**src/hdl/fsdb_chan.sv**
```systemverilog
`default_nettype none

// One colour channel: add carried error, quantise to one bit, split the
// error into its four floored shares and blend the output byte.
module fsdb_chan #(
  parameter int FRACTION_BITS = 8
) (
  input  wire logic                           [7:0] pix,
  input  wire logic                                 row_zero,
  input  wire logic signed [FRACTION_BITS+9:0]      stored,
  input  wire logic signed [FRACTION_BITS+9:0]      right,
  input  wire logic signed [FRACTION_BITS+9:0]      pend0,
  input  wire logic signed [FRACTION_BITS+9:0]      pend1,
  input  wire logic                           [8:0] intensity,
  output logic                                [7:0] out_byte,
  output logic signed      [FRACTION_BITS+9:0]      err_left,
  output logic signed      [FRACTION_BITS+9:0]      err_here,
  output logic signed      [FRACTION_BITS+9:0]      err_diag,
  output logic signed      [FRACTION_BITS+9:0]      err_right
);

  localparam int EW = FRACTION_BITS + 10;
  localparam int SW = EW + 2;
  localparam int PW = SW + 3;

  localparam logic signed [SW-1:0] HALF_SCALE = SW'(255 * (2 ** (FRACTION_BITS - 1)));
  localparam logic signed [SW-1:0] FULL_SCALE = SW'(255 * (2 ** FRACTION_BITS));
  localparam logic signed [PW-1:0] SAT_HI     = PW'((2 ** (EW - 1)) - 1);
  localparam logic signed [PW-1:0] SAT_LO     = PW'(-(2 ** (EW - 1)));

  function automatic logic signed [EW-1:0] sat_err(input logic signed [PW-1:0] v);
    logic signed [EW-1:0] r;
    if (v > SAT_HI) begin
      r = SAT_HI[EW-1:0];
    end else if (v < SAT_LO) begin
      r = SAT_LO[EW-1:0];
    end else begin
      r = v[EW-1:0];
    end
    return r;
  endfunction

  logic signed [EW-1:0] stored_eff;
  logic signed [SW-1:0] pix_fx;
  logic signed [SW-1:0] sum;
  logic                 on;
  logic signed [SW-1:0] err;
  logic signed [PW-1:0] err_w;
  logic signed [PW-1:0] s7;
  logic signed [PW-1:0] s5;
  logic signed [PW-1:0] s3;
  logic signed [PW-1:0] s1;
  logic        [8:0]    inv;
  logic        [16:0]   prod;
  logic        [16:0]   dterm;
  logic        [16:0]   total;

  // Quantise pixel plus carried error against half scale
  assign stored_eff = row_zero ? '0 : stored;
  assign pix_fx     = $signed(SW'({pix, {FRACTION_BITS{1'b0}}}));
  assign sum        = pix_fx + SW'(stored_eff) + SW'(right);
  assign on         = (sum >= HALF_SCALE);
  assign err        = on ? (sum - FULL_SCALE) : sum;

  // Floored shares: multiply by shift and add, divide by an arithmetic shift
  assign err_w = PW'(err);
  assign s7    = ((err_w <<< 3) - err_w) >>> 4;
  assign s5    = ((err_w <<< 2) + err_w) >>> 4;
  assign s3    = ((err_w <<< 1) + err_w) >>> 4;
  assign s1    = err_w >>> 4;

  assign err_left  = sat_err(PW'(pend0) + s3);
  assign err_here  = sat_err(PW'(pend1) + s5);
  assign err_diag  = sat_err(s1);
  assign err_right = sat_err(s7);

  // Blend original and dithered byte, rounded
  assign inv      = 9'd256 - intensity;
  assign prod     = 17'(pix) * 17'(inv);
  assign dterm    = on ? (17'({intensity, 8'd0}) - 17'(intensity)) : 17'd0;
  assign total    = prod + dterm + 17'd128;
  assign out_byte = total[15:8];

endmodule

`default_nettype wire

```
**config.mk**
```make
export PLATFORM = sky130hd
export DESIGN_NAME = fsdb_chan
export DESIGN_NICKNAME = d
export VERILOG_FILES = /design/src/hdl/fsdb_chan.sv
export SDC_FILE = /design/constraint.sdc
export NUM_CORES = 1
export LEC_CHECK = 0
export BUFFER_PORTS_ARGS = -buffer_cell sky130_fd_sc_hd__buf_2
export CORE_MARGIN = 2
export CORE_UTILIZATION = 60
export DETAILED_ROUTE_END_ITERATION = 8
export GPL_TIMING_DRIVEN = 0
export PLACE_DENSITY = 0.85
export SYNTH_ARGS = -nofsm -noshare
export SYNTH_HDL_FRONTEND = slang
export SYNTH_SLANG_ARGS = --single-unit
```
**constraint.sdc**
```tcl
create_clock -name vclk -period 13.52
set_clock_uncertainty 0.15 [all_clocks]
set_input_delay 1.352 -clock vclk [all_inputs]
set_output_delay 1.352 -clock vclk [all_outputs]
set_load 0.01 [all_outputs]
```
==> results.toml <==
[floorplan]
coreArea_um2 = 15700
io_pins = 170
die-area_um2 = 16900
die_w_um = 130
start_util_pct = 60.7
num_rows = 46
dieHeight_um = 130

[synth]
synth_fa_ha_area_share_pct = 34.7
ys_top_cells_by_area = "ha_1, fa_1, xnor2_1"
synth-warning-count = 0
synthCells = 1238
yosysUniqueCellTypes = 106
synth_largest_area_cell = "ha_1"
synth_top_family_by_area = "adder cells"
synthesis.area_um2 = 9530
synth_xor_area_share_pct = 11.3
synth_nets = 1549
synth_compound_area_share_pct = 25.4
syn_avg_cell_area_um2 = 7.70
synth_top_area_share_pct = 20.3
synth-simple-area-share_pct = 20.8
synthMuxAreaShare_pct = 0.328
seq_area_frac_synth_pct = 0

[timing]
hold_slack_ns = 2.98
timing.fmax_ghz = 0.0792
period_minus_slack_ns = 12.63
hold_violations = 0
fin_crit_sh_pct = 93.4
drv_slew = 0
maxSlewHeadroom_pct = 21.1
tightest_slew_ns = 1.17
setup_violations = 0
rsz0062_at_grt = "false"
setup-tns-final_ns = 0

[critical_path]
path_class = "in2out"
critPathMaxStageDelay_ns = 0.53
critPathMaxFanout = 18
end_kind = "primary output"
crit_slowest_cell = "fa_1"
cp.required_ns = 12.02
crit_arrival_ns = 11.13
cp_common_cell = "ha_1"
cp-start-kind = "input port"

[worst_hold_path]
holdPathEnd = "err_left[0]"
worstHoldPathCells = 4
min_from = "pend0[0]"
min_path_type = "in2out"

[final_layout]
final_cell_mix = "buf_2, ha_1, inv_1"
syn_to_final_growth_pct = 11.7
final_layout_size_suffix_gt1_share_pct = 17.4
seq_cells = 0
final_common_cell = "buf_2"
nets = 1719
fin_util_pct = 67.8
antenna_cells = 0
regArea_um2 = 0
clkbuf_count = 0

[drt]
drc = 0
finalWirelength_mm = 24.9
postRouteAntennaNets = 0
drt_iter0_markers = 501
avgRoutedWirePerCell_um = 15.3
vias = 9518
vias_per_cell = 5.87
drt_first_pass_iters = 5

[place]
gp_congestion = 0.941
port-buffer-count = 169
hpwl_mm = 21.3

[clock_tree]
postCtsSetupBuffers = 0
postCtsHoldBufs = 0
post_cts_resized = 0

[status]
status = "completed"

[grt]
antenna_found_initial = 0
track_usage_pct = 28.9
grt_pass1_wl_mm = 40.8
overflow = 0
first_global_vias = 9111
grt_max_degree = 13

[flow_run]
cap_viol_max_count = 0
## cell type report
| class | instances | area (µm²) |
|---|---|---|
| buffer | 35 | 175 |
| fill | 1345 | 5060 |
| inverter | 140 | 529 |
| multi-input combinational | 1062 | 8830 |
| tap | 216 | 270 |
| timing repair buffer | 169 | 846 |
## cells by family (layout without fill, tap and decap cells)
| kind of cell | count (synthesis) | in the layout |
|---|---|---|
| AND/OR/NAND/NOR | 379 | 379 |
| AO/OA/AOI/OAI | 335 | 335 |
| adder cells (fa/ha/maj) | 226 | 226 |
| buffers and inverters | 176 | 344 |
| XOR/XNOR | 119 | 119 |
| multiplexers | 3 | 3 |
## worst max path at each step
| stage | startpoint | to | slack [ns] | cells after the start |
|---|---|---|---|---|
| 6_report | row_zero | out_byte[7] | 0.89 | 37 |
| 5_1_grt | row_zero | err_here[9] | 0.21 | 37 |
| 4_1_cts | row_zero | out_byte[7] | 0.49 | 39 |
| 3_5_place_dp | row_zero | out_byte[7] | 0.52 | 39 |
| 3_3_place_gp | row_zero | out_byte[7] | 0.71 | 39 |
| 2_1_floorplan | row_zero | err_here[11] | 2.27 | 36 |
## through the flow
stage / area (µm²) / setup slack (ns) / cells
after floorplan: 9530 / 2.27 / 1238
after global placement: 10600 / 0.712 / 1623
after detailed placement: 10600 / 0.519 / 1623
after CTS: 10600 / 0.493 / 1623
after global routing: 10700 / 0.207 / 1622
final: 10700 / 0.892 / 1622
## critical path, delay by kind of cell
kind / cells / cell delay, ns
fa+ha+maj: 10 / 3.56
compound gates: 14 / 3.46
simple gates: 6 / 1.34
buf+inv: 6 / 1.05
xor+xnor: 1 / 0.35
## cells in the mapped netlist (all sizes together) (5+ instances only)
cell / count
a211o: 7
nor3: 31
nor2: 79
fa: 66
o211ai: 12
a21oi: 80
nand2: 104
inv: 138
a211oi: 29
o21a: 34
nand3: 17
buf: 19
o31ai: 17
xor2: 29
or2: 7
o311ai: 5
xnor2: 90
and2: 49
and3: 10
o21ai: 53
nand4: 7
or3: 9
nor2b: 28
a221oi: 7
clkbuf: 17
maj3: 5
a21boi: 10
nand2b: 10
a21o: 23
nor4: 5
o21bai: 15
a31oi: 6
ha: 155
## metal layers
layer / track usage, % / wire length, µm
met1: 36.4 / 10600
met2: 53.6 / 12200
met3: 2.09 / 1490
met4: 6.83 / 569
met5: 0 / 0
Power is left out: the tool's default activity adds up to more than one toggle a clock period on the data nets, which glitch-free logic cannot reach.
